===== src/hw/rtl/sha_pkg.sv =====
// Package of types and constants for the SHA-256 stream hasher.
package sha_pkg;

   localparam int unsigned BLOCK_BYTES = 64;
   localparam int unsigned WORDS = 16;
   localparam int unsigned ROUNDS = 64;
   localparam int unsigned PAD_LIMIT = 55;

   typedef enum logic [1:0] {
      FUNC_ABSORB = 2'd0,
      FUNC_ABSORB_FINISH = 2'd1,
      FUNC_FINISH = 2'd2,
      FUNC_UNUSED = 2'd3
   } func_type;

   typedef enum logic [3:0] {
      ST_IDLE,
      ST_PAD,
      ST_LOAD,
      ST_ROUND,
      ST_UPDATE,
      ST_EMIT
   } state_type;

   typedef enum logic [1:0] {
      PH_IDLE,
      PH_LOAD,
      PH_READ,
      PH_ROUND
   } phase_type;

   typedef struct packed {
      logic start;
      logic busy;
      logic done;
   } comp_ctrl_type;

   localparam logic [31:0] START_HASH [8] = '{
      32'h6a09e667, 32'hbb67ae85, 32'h3c6ef372, 32'ha54ff53a,
      32'h510e527f, 32'h9b05688c, 32'h1f83d9ab, 32'h5be0cd19
   };

   localparam logic [31:0] ROUND_CONST [64] = '{
      32'h428a2f98, 32'h71374491, 32'hb5c0fbcf, 32'he9b5dba5,
      32'h3956c25b, 32'h59f111f1, 32'h923f82a4, 32'hab1c5ed5,
      32'hd807aa98, 32'h12835b01, 32'h243185be, 32'h550c7dc3,
      32'h72be5d74, 32'h80deb1fe, 32'h9bdc06a7, 32'hc19bf174,
      32'he49b69c1, 32'hefbe4786, 32'h0fc19dc6, 32'h240ca1cc,
      32'h2de92c6f, 32'h4a7484aa, 32'h5cb0a9dc, 32'h76f988da,
      32'h983e5152, 32'ha831c66d, 32'hb00327c8, 32'hbf597fc7,
      32'hc6e00bf3, 32'hd5a79147, 32'h06ca6351, 32'h14292967,
      32'h27b70a85, 32'h2e1b2138, 32'h4d2c6dfc, 32'h53380d13,
      32'h650a7354, 32'h766a0abb, 32'h81c2c92e, 32'h92722c85,
      32'ha2bfe8a1, 32'ha81a664b, 32'hc24b8b70, 32'hc76c51a3,
      32'hd192e819, 32'hd6990624, 32'hf40e3585, 32'h106aa070,
      32'h19a4c116, 32'h1e376c08, 32'h2748774c, 32'h34b0bcb5,
      32'h391c0cb3, 32'h4ed8aa4a, 32'h5b9cca4f, 32'h682e6ff3,
      32'h748f82ee, 32'h78a5636f, 32'h84c87814, 32'h8cc70208,
      32'h90befffa, 32'ha4506ceb, 32'hbef9a3f7, 32'hc67178f2
   };

   function automatic logic [31:0] rotr(input logic [31:0] x, input int unsigned n);
      rotr = (x >> n) | (x << (32 - n));
   endfunction

endpackage


===== src/hw/rtl/sha_ifs.sv =====
// Handshake interfaces for the request and response channels.
interface sha_req_if import sha_pkg::*; ();
   logic valid;
   logic ready;
   logic [1:0] func;
   logic [7:0] data_byte;
   modport source (output valid, func, data_byte, input ready);
   modport sink (input valid, func, data_byte, output ready);
endinterface

interface sha_rsp_if import sha_pkg::*; ();
   logic valid;
   logic ready;
   logic [31:0] digest_word;
   logic [2:0] word_index;
   logic last_word;
   modport source (output valid, digest_word, word_index, last_word, input ready);
   modport sink (input valid, digest_word, word_index, last_word, output ready);
endinterface


===== src/hw/rtl/sha_core.sv =====
// SHA-256 compression engine: rounds computed in turn over a schedule memory.
module sha_core import sha_pkg::*; (
   input  logic clock,
   input  logic reset,
   input  logic start,
   input  logic [31:0] load_word,
   output logic [3:0] load_addr,
   input  logic [31:0] hash_in [8],
   output logic [31:0] hash_out [8],
   output comp_ctrl_type ctrl
);

   logic [31:0] wmem [16];
   logic [6:0] cnt_ff, cnt_in;
   phase_type ph_ff, ph_in;
   logic [31:0] v_ff [8];
   logic [31:0] v_in [8];
   logic [31:0] r15_ff, r2_ff, r16_ff, r7_ff;
   logic [31:0] wt, sg0, sg1, s1, s0, ch, mj, t1, t2;
   logic [5:0] t;
   logic done_ff, done_in;

   // The load phase writes each word in the cycle after its buffer read, so its count runs to WORDS.
   // Each round then has two steps: a schedule read and the compute.
   assign t = cnt_ff[5:0];
   assign load_addr = cnt_ff[3:0];

   always_ff @(posedge clock) begin
      if (ph_ff == PH_LOAD && cnt_ff != 7'd0) begin
         wmem[4'(cnt_ff - 7'd1)] <= load_word;
      end
      if (ph_ff == PH_ROUND && t >= 6'd16) begin
         wmem[t[3:0]] <= wt;
      end
      r15_ff <= wmem[4'(t - 6'd15)];
      r2_ff <= wmem[4'(t - 6'd2)];
      r16_ff <= wmem[t[3:0]];
      r7_ff <= wmem[4'(t - 6'd7)];
   end

   always_comb begin
      sg0 = rotr(r15_ff, 7) ^ rotr(r15_ff, 18) ^ (r15_ff >> 3);
      sg1 = rotr(r2_ff, 17) ^ rotr(r2_ff, 19) ^ (r2_ff >> 10);
      wt = (t < 6'd16) ? r16_ff : r16_ff + sg0 + r7_ff + sg1;
      s1 = rotr(v_ff[4], 6) ^ rotr(v_ff[4], 11) ^ rotr(v_ff[4], 25);
      ch = (v_ff[4] & v_ff[5]) ^ (~v_ff[4] & v_ff[6]);
      t1 = v_ff[7] + s1 + ch + ROUND_CONST[t] + wt;
      s0 = rotr(v_ff[0], 2) ^ rotr(v_ff[0], 13) ^ rotr(v_ff[0], 22);
      mj = (v_ff[0] & v_ff[1]) ^ (v_ff[0] & v_ff[2]) ^ (v_ff[1] & v_ff[2]);
      t2 = s0 + mj;
   end

   always_comb begin
      ph_in = ph_ff;
      unique case (ph_ff)
         PH_IDLE: begin
            if (start) ph_in = PH_LOAD;
         end
         PH_LOAD: begin
            if (cnt_ff == 7'(WORDS)) ph_in = PH_READ;
         end
         PH_READ: ph_in = PH_ROUND;
         PH_ROUND: begin
            if (cnt_ff == 7'(ROUNDS - 1)) ph_in = PH_IDLE;
            else ph_in = PH_READ;
         end
         default: ph_in = PH_IDLE;
      endcase
   end

   always_comb begin
      cnt_in = cnt_ff;
      v_in = v_ff;
      done_in = 1'b0;
      unique case (ph_ff)
         PH_IDLE: begin
            if (start) cnt_in = '0;
         end
         PH_LOAD: begin
            cnt_in = cnt_ff + 7'd1;
            if (cnt_ff == 7'(WORDS)) begin
               cnt_in = '0;
               v_in = hash_in;
            end
         end
         PH_READ: ;
         PH_ROUND: begin
            v_in[7] = v_ff[6];
            v_in[6] = v_ff[5];
            v_in[5] = v_ff[4];
            v_in[4] = v_ff[3] + t1;
            v_in[3] = v_ff[2];
            v_in[2] = v_ff[1];
            v_in[1] = v_ff[0];
            v_in[0] = t1 + t2;
            cnt_in = cnt_ff + 7'd1;
            if (cnt_ff == 7'(ROUNDS - 1)) done_in = 1'b1;
         end
         default: ;
      endcase
   end

   always_ff @(posedge clock) begin
      if (reset) begin
         ph_ff <= PH_IDLE;
         cnt_ff <= '0;
         done_ff <= 1'b0;
      end else begin
         ph_ff <= ph_in;
         cnt_ff <= cnt_in;
         done_ff <= done_in;
      end
      v_ff <= v_in;
   end

   always_comb begin
      for (int j = 0; j < 8; j++) begin
         hash_out[j] = hash_in[j] + v_ff[j];
      end
   end

   assign ctrl.start = start;
   assign ctrl.busy = (ph_ff != PH_IDLE);
   assign ctrl.done = done_ff;

endmodule


===== src/hw/rtl/sha256_stream_hasher.sv =====
// Top level of the SHA-256 stream hasher: byte buffer, padding and digest output.
//
// Channel  Dir  Moves
// req      in   one word: func and data_byte
// rsp      out  one word: digest_word, word_index, last_word
//
// An absorbed byte is written to the buffer when accepted; the byte completing a block
// also starts a compression, run by the engine one round at a time on its schedule memory.
// A finish costs one or two padding passes, each followed by a compression, and then
// the eight digest words are output.
// Reset is synchronous and restores the initial hash; req is not ready while busy.
// A stalled rsp holds the digest word and the engine waits.
module sha256_stream_hasher import sha_pkg::*; (
   input logic clock,
   input logic reset,
   sha_req_if.sink req,
   sha_rsp_if.source rsp
);

   logic [31:0] buf_mem [WORDS];
   logic [31:0] hash_ff [8];
   logic [31:0] hash_in [8];
   logic [31:0] hash_new [8];
   logic [5:0] count_ff, count_in;
   logic [63:0] len_ff, len_in;
   state_type state_ff, state_in;
   logic finish_ff, finish_in;
   logic second_ff, second_in;
   logic tail_ff, tail_in;
   logic [5:0] pad_ff, pad_in;
   logic [2:0] oidx_ff, oidx_in;
   logic buf_we;
   logic [5:0] buf_wa;
   logic [7:0] buf_wd;
   logic [3:0] load_addr;
   logic [31:0] load_word_ff;
   logic core_start;
   comp_ctrl_type ctrl;
   logic accept;

   assign accept = req.valid && req.ready;
   assign req.ready = (state_ff == ST_IDLE);

   always_ff @(posedge clock) begin
      if (buf_we) begin
         buf_mem[buf_wa[5:2]][{~buf_wa[1:0], 3'b000} +: 8] <= buf_wd;
      end
      load_word_ff <= buf_mem[load_addr];
   end

   sha_core u_core (
      .clock(clock), .reset(reset), .start(core_start), .load_word(load_word_ff),
      .load_addr(load_addr), .hash_in(hash_ff), .hash_out(hash_new), .ctrl(ctrl)
   );

   always_comb begin
      state_in = state_ff;
      unique case (state_ff)
         ST_IDLE: begin
            if (accept) begin
               if (req.func == FUNC_ABSORB && count_ff == 6'd63) state_in = ST_LOAD;
               else if (req.func == FUNC_ABSORB_FINISH && count_ff == 6'd63)
                  state_in = ST_LOAD;
               else if (req.func == FUNC_ABSORB_FINISH || req.func == FUNC_FINISH)
                  state_in = ST_PAD;
            end
         end
         ST_PAD: begin
            if (pad_ff == 6'd63) state_in = ST_LOAD;
         end
         ST_LOAD: state_in = ST_ROUND;
         ST_ROUND: begin
            if (ctrl.done) state_in = ST_UPDATE;
         end
         ST_UPDATE: begin
            if (!finish_ff) state_in = ST_IDLE;
            else if (second_ff || tail_ff) state_in = ST_PAD;
            else state_in = ST_EMIT;
         end
         ST_EMIT: begin
            if (rsp.ready && oidx_ff == 3'd7) state_in = ST_IDLE;
         end
         default: state_in = ST_IDLE;
      endcase
   end

   always_comb begin
      count_in = count_ff;
      len_in = len_ff;
      finish_in = finish_ff;
      second_in = second_ff;
      tail_in = tail_ff;
      pad_in = pad_ff;
      oidx_in = oidx_ff;
      hash_in = hash_ff;
      buf_we = 1'b0;
      buf_wa = count_ff;
      buf_wd = req.data_byte;
      core_start = 1'b0;
      unique case (state_ff)
         ST_IDLE: begin
            oidx_in = '0;
            if (accept && req.func != FUNC_UNUSED) begin
               finish_in = (req.func != FUNC_ABSORB);
               second_in = 1'b0;
               tail_in = (req.func == FUNC_ABSORB_FINISH && count_ff == 6'd63);
               pad_in = count_ff;
               if (req.func != FUNC_FINISH) begin
                  buf_we = 1'b1;
                  len_in = len_ff + 64'd8;
                  count_in = count_ff + 6'd1;
                  pad_in = count_ff + 6'd1;
               end
            end
         end
         ST_PAD: begin
            // Pads from the byte after the data; the length goes in the last
            // eight bytes unless the marker pushed it into a second block.
            buf_we = 1'b1;
            buf_wa = pad_ff;
            if (pad_ff == count_ff && !second_ff) buf_wd = 8'h80;
            else if (pad_ff >= 6'd56 && !(count_ff > 6'(PAD_LIMIT) && !second_ff))
               buf_wd = len_ff[{~pad_ff[2:0], 3'b111} -: 8];
            else buf_wd = 8'h00;
            pad_in = pad_ff + 6'd1;
            if (pad_ff == 6'd63) begin
               if (count_ff > 6'(PAD_LIMIT) && !second_ff) second_in = 1'b1;
               else second_in = 1'b0;
            end
         end
         ST_LOAD: core_start = 1'b1;
         ST_UPDATE: begin
            hash_in = hash_new;
            if (second_ff) begin
               pad_in = '0;
               count_in = 6'd63;
            end
            if (tail_ff) begin
               pad_in = '0;
               tail_in = 1'b0;
            end
            if (!finish_ff) count_in = '0;
         end
         ST_EMIT: begin
            if (rsp.ready) begin
               oidx_in = oidx_ff + 3'd1;
               if (oidx_ff == 3'd7) begin
                  hash_in = START_HASH;
                  count_in = '0;
                  len_in = '0;
                  finish_in = 1'b0;
               end
            end
         end
         default: ;
      endcase
   end

   always_ff @(posedge clock) begin
      if (reset) begin
         state_ff <= ST_IDLE;
         hash_ff <= START_HASH;
         count_ff <= '0;
         len_ff <= '0;
         finish_ff <= 1'b0;
         second_ff <= 1'b0;
         tail_ff <= 1'b0;
         oidx_ff <= '0;
      end else begin
         state_ff <= state_in;
         hash_ff <= hash_in;
         count_ff <= count_in;
         len_ff <= len_in;
         finish_ff <= finish_in;
         second_ff <= second_in;
         tail_ff <= tail_in;
         oidx_ff <= oidx_in;
      end
      pad_ff <= pad_in;
   end

   assign rsp.valid = (state_ff == ST_EMIT);
   assign rsp.digest_word = hash_ff[oidx_ff];
   assign rsp.word_index = oidx_ff;
   assign rsp.last_word = (oidx_ff == 3'd7);

`ifndef SYNTHESIS
   a_no_accept_busy: assert property (@(posedge clock) disable iff (reset)
      ctrl.busy |-> !accept) else $error("word accepted during compression");
   a_emit_idle_core: assert property (@(posedge clock) disable iff (reset)
      rsp.valid |-> !ctrl.busy) else $error("digest shown while engine busy");
   a_last_idle: assert property (@(posedge clock) disable iff (reset)
      (rsp.valid && rsp.ready && rsp.last_word) |=> (state_ff == ST_IDLE))
      else $error("no return to idle after last word");
`endif

endmodule

===== src/flat_wrapper.sv =====
// flat-port wrapper written by rule: the top's interface ports become plain ports
module sha256_stream_hasher_flat import sha_pkg::*;
  (clock, reset, req_valid, req_func, req_data_byte, req_ready, rsp_valid, rsp_digest_word, rsp_word_index, rsp_last_word, rsp_ready);
  sha_req_if req_i ();
  sha_rsp_if rsp_i ();
  input logic clock;
  input logic reset;
  input wire logic [$bits(req_i.valid)-1:0] req_valid;
  input wire logic [$bits(req_i.func)-1:0] req_func;
  input wire logic [$bits(req_i.data_byte)-1:0] req_data_byte;
  output wire logic [$bits(req_i.ready)-1:0] req_ready;
  output wire logic [$bits(rsp_i.valid)-1:0] rsp_valid;
  output wire logic [$bits(rsp_i.digest_word)-1:0] rsp_digest_word;
  output wire logic [$bits(rsp_i.word_index)-1:0] rsp_word_index;
  output wire logic [$bits(rsp_i.last_word)-1:0] rsp_last_word;
  input wire logic [$bits(rsp_i.ready)-1:0] rsp_ready;
  assign req_i.valid = req_valid;
  assign req_i.func = req_func;
  assign req_i.data_byte = req_data_byte;
  assign req_ready = req_i.ready;
  assign rsp_valid = rsp_i.valid;
  assign rsp_digest_word = rsp_i.digest_word;
  assign rsp_word_index = rsp_i.word_index;
  assign rsp_last_word = rsp_i.last_word;
  assign rsp_i.ready = rsp_ready;
  sha256_stream_hasher u_core (.clock(clock), .reset(reset), .req(req_i), .rsp(rsp_i));
endmodule

===== config.mk =====
export PLATFORM = sky130hd
export DESIGN_NAME = sha256_stream_hasher_flat
export DESIGN_NICKNAME = d
export VERILOG_FILES = /design/src/hw/rtl/sha_pkg.sv /design/src/hw/rtl/sha_ifs.sv /design/src/hw/rtl/sha_core.sv /design/src/hw/rtl/sha256_stream_hasher.sv /design/src/flat_wrapper.sv
export SDC_FILE = /design/constraint.sdc
export NUM_CORES = 2
export LEC_CHECK = 0
export BUFFER_PORTS_ARGS = -buffer_cell sky130_fd_sc_hd__buf_2
export CAP_MARGIN = 20
export CORE_ASPECT_RATIO = 1.5
export CORE_MARGIN = 10
export CORE_UTILIZATION = 46
export DETAILED_ROUTE_END_ITERATION = 7
export PLACE_DENSITY = 0.59
export SLEW_MARGIN = 0
export SYNTH_ARGS = -nofsm -noshare
export SYNTH_HDL_FRONTEND = slang
export SYNTH_SLANG_ARGS = --single-unit

===== constraint.sdc =====
create_clock -name clock -period 11.4 [get_ports clock]
set_input_delay 1.71 -clock clock [delete_from_list [all_inputs] [get_ports clock]]
set_output_delay 1.71 -clock clock [all_outputs]
set_load 0.02 [all_outputs]

==> impl.org <==
** Worst setup path
- Buf+Inv Stages, Crit Path :: 6
- Stage delay of the slowest cell on the critical path :: around 0.54 ns
- The cell family contributing the most delay on the critical path is compound AO/OA/AOI/OAI gates.
- The worst setup path is launched from a register.
- Data required time of the worst path :: ~12 ns
- Most prevalent standard cell on the critical path :: sky130_fd_sc_hd__fa_1
- Arrival time of data at the critical path endpoint :: 11.45 ns
- Max stage delay cell, worst path :: sky130_fd_sc_hd__fa_1
- The worst setup path is captured at a register.
- In this run the worst path has a maximum fanout of 6.
- The critical path is of the register to register type.

** Synth
- The synthesized design contains 1286 enable-type register cells.
- Cell area after technology mapping :: ~110000 µm²
- Synthesis produced 8890 cells.
- In the post-synthesis netlist, the biggest area contributors are sky130_fd_sc_hd__edfxtp_1 37%, sky130_fd_sc_hd__mux4_2 14%, sky130_fd_sc_hd__dfxtp_1 9.6%.
- Most common cell in the synthesized netlist :: sky130_fd_sc_hd__edfxtp_1
- In this run the biggest area consumer among cell types represents 36.8% of the synthesized area.
- Post-synth cell types :: between 90 and 100
- Fraction of the yosys area taken by sequential cells :: a little under half
- For this run, the leading register cell type out of synthesis is sky130_fd_sc_hd__edfxtp_1.
- Yosys warns :: 0
- Ranked by instance count, the synthesized netlist is headed by 1286 x sky130_fd_sc_hd__edfxtp_1, 1109 x sky130_fd_sc_hd__nand2_1, 636 x sky130_fd_sc_hd__mux4_2.
- When the netlist entered floorplanning its net count stood at 9520.
- After synthesis the netlist holds a flip-flop and latch count of roughly 1800.
- The synthesized design spends more area on one cell type than any other, namely sky130_fd_sc_hd__edfxtp_1.
- In this run the mean area of a mapped cell was roughly 12 µm².
- Counting flops with an async set or reset pin after synthesis yields a share of 0%.

** Die
- Die area :: 248000 µm²
- From bottom edge to top edge, the die measures slightly above 600 µm.
- During I/O placement, the number of pins put on the boundary was 52.
- The die is 410 µm wide.
- The initial utilization of the core area, before any placement, comes to 46.3%.
- Site Rows :: 214
- The core region is 227000 µm².

** Global route
- The total overflow left after global routing is 0.
- The first global-routing pass estimated 520000 µm of wire.
- The initial antenna violation count was 13.
- GRT Util Overall :: 28.2%
- Pin count of the biggest net entering global routing :: 153
- Via count of the first global-routing pass :: 75658

** Power
- Worst vdd ir :: approximately 0.00011 V
- Power Dens Cells :: 143 nW/µm²
- The completed layout was analyzed and its total power is 16.6 mW.
- The analysis attributes to cell leakage a power of 41.1 nW.

** Route
- The first TritonRoute pass finished after 6 iterations.
- For this block, the via count after detailed routing is 75049.
- Vias per std cell :: 6.25
- For this run, design rule violations remaining after detail routing come to 0.
- The final layout contains routed wiring with a total length of between 300000 and 400000 µm.
- Antenna viol nets, final :: 0
- Initial drt markers :: 7388
- After detailed routing, the average wire length per cell comes to approximately 30 µm.

** Cells and area
- Footprint of the flip-flops and latches :: 48700 µm²
- Of the cells placed in the final design, the portion with a size suffix greater than 1 is 15.2%.
- After routing the design area is roughly 120000 µm².
- Nets :: 9450
- In the final layout, the multi-input gates occupy 53100 µm².
- Area added between synthesis and finish :: 9.85%
- Counting the fill cells in the layout gives 19765.

** Hold path
- Tightest Hold Check Type :: register to register

** Placement
- Pre-CTS setup slack :: about 0.33 ns
- During placement, the flow inserted port buffers numbering just over 50.
- Final Wtd Congestion :: 0.970
- Hpwl dp :: 253000 µm
- Placement-stage cell area :: 109000 µm²

** Timing
- Slew @ Worst Pin :: 1.25 ns
- Final number of max-transition violations :: 0
- Part of the cycle the worst path needs :: 95.5%
- Worst setup slack after layout :: 0.517 ns
- Worst slew slack as a fraction of its limit :: 16.8%
- The number of hold violations in the final report came to 0.
- Between clock sinks in the finished design, the worst skew comes to 0.0756 ns.
- Count of final setup violators :: 0
- Based on the critical path, the design can be clocked at up to 91.9 MHz.
- Tightest hold margin :: 0.492 ns
- The clock period could shrink to 10.88 ns.

** Clocking
- The clock tree synthesis step divided the H-tree into 4 levels.
- For this design, the CTS-stage hold fixing added 0 buffers.
- Root buffer selected by CTS :: sky130_fd_sc_hd__clkbuf_16
- Clock latency reported for the late side of the worst-skew pair :: 0.88 ns
- CTS saw 1788 sinks.
- Clock tree from TritonCTS :: done
- CTS Buffer Depth :: 4
- After clock tree synthesis, the clock-pin slew on the worst setup and hold paths is about 0.070 ns.
- CTS Buf Count :: 187

** Run status
- The run finished with clean final reports.

** Job
- Max-cap violations in this run came to 0.
worst reg2reg max path: cells and delay by family, from the launching register on:
family	cells	cell delay, ns
and+or+nand+nor	5	0.46
xor gates and xnor gates	5	0.89
buffers and inverters	6	0.51
DFF	1	0.35
adders and majority gates	9	4.03
AOI/OAI and AO/OA	20	4.37
cell usage in the layout, fill, tap and decap left out, types with 195 or more instances in the layout:
cell type                     n
sky130_fd_sc_hd__dfxtp_1    493
sky130_fd_sc_hd__nor2_1     550
sky130_fd_sc_hd__mux4_2     636
sky130_fd_sc_hd__a21o_1     219
sky130_fd_sc_hd__nand2_1   1099
sky130_fd_sc_hd__ha_1       417
sky130_fd_sc_hd__xnor2_1    381
sky130_fd_sc_hd__fa_1       195
sky130_fd_sc_hd__inv_1      449
sky130_fd_sc_hd__xor2_1     249
sky130_fd_sc_hd__edfxtp_1  1286
sky130_fd_sc_hd__a21oi_1    447
sky130_fd_sc_hd__o21ai_0    390
through the flow:
step                      setup TNS (ns)  utilization (%)  std cells
after floorplan                        0                -       8890
after global placement                 0             48.0      11628
after detailed placement               0             48.0      11636
after CTS                              0             50.7      11972
after global routing             -0.0135             50.8      12004
final                                  0             50.8      12005
area by class of cell:
type                            count  area share (%)
Antenna cell                       14          0.0304
Sequential cell                  1788            42.2
Clock buffer                      236            4.45
Inverter                          453            1.48
Multi-Input combinational cell   6138            46.0
Timing Repair Buffer              252            1.68
Clock inverter                    100           0.893
Tap cell                         3024            3.28
sequential cells by signal, summed over array words and instances (netlist names):
name	flops
u_core.buf_mem	512
u_core.u_core.wmem	512
u_core.hash_ff	256
u_core.u_core.v_ff	256
u_core.len_ff	61
u_core.load_word_ff	32
u_core.u_core.r15_ff	32
u_core.u_core.r16_ff	32
u_core.u_core.r2_ff	32
u_core.u_core.r7_ff	32
u_core.u_core.cnt_ff	7
u_core.count_ff	6
u_core.pad_ff	6
u_core.rsp.word_index	3
u_core.state_ff	3
u_core.u_core.ph_ff	2
u_core.finish_ff	1
u_core.second_ff	1
u_core.tail_ff	1
u_core.u_core.done_ff	1
worst paths after layout:
| check | startpoint | endpoint | slack (ns) | cells after the start |
|---|---|---|---|---|
| hold / removal | u_core.hash_ff[162]$_SDFFE_PP0P_ | u_core.hash_ff[162]$_SDFFE_PP0P_ | 0.49 | 2 |
| hold reg to reg | u_core.hash_ff[162]$_SDFFE_PP0P_ | u_core.hash_ff[162]$_SDFFE_PP0P_ | 0.49 | 2 |
| setup reg to reg | u_core.u_core.r15_ff[9]$_DFF_P_ | u_core.u_core.v_ff[254]$_DFFE_PP_ | 0.52 | 45 |
| setup / recovery | u_core.u_core.r15_ff[9]$_DFF_P_ | u_core.u_core.v_ff[254]$_DFFE_PP_ | 0.52 | 45 |
power by group:
group,internal (mW),switching (mW)
logic,1.22,1.86
clock network,3.62,2.69
registers,7.08,0.0830
total,11.9,4.63
routing by layer:
| metal | track usage [%] | share of wire [%] |
|---|---|---|
| met5 | 0 | 0.0086 |
| met4 | 19.5 | 8.3 |
| met3 | 3.40 | 5.8 |
| met2 | 49.0 | 50 |
| met1 | 32.5 | 36 |
what timing repair did:
action,CTS,global route
setup endpoints to repair,0,8
gates resized for setup,0,10
buffers inserted,0,3
cells by family (layout without fill, tap and decap cells):
logic type,after synthesis,count (layout),synth area share (%)
other cells,0,14,0
fa+ha+maj,635,635,8.91
mux,891,891,16.2
compound gates,1802,1802,11.1
xor+xnor,635,635,5.29
flops,1788,1788,46.3
buf+inv,964,1041,3.45
simple gates,2175,2175,8.82
No activity file was read; power rests on OpenSTA's default activity.
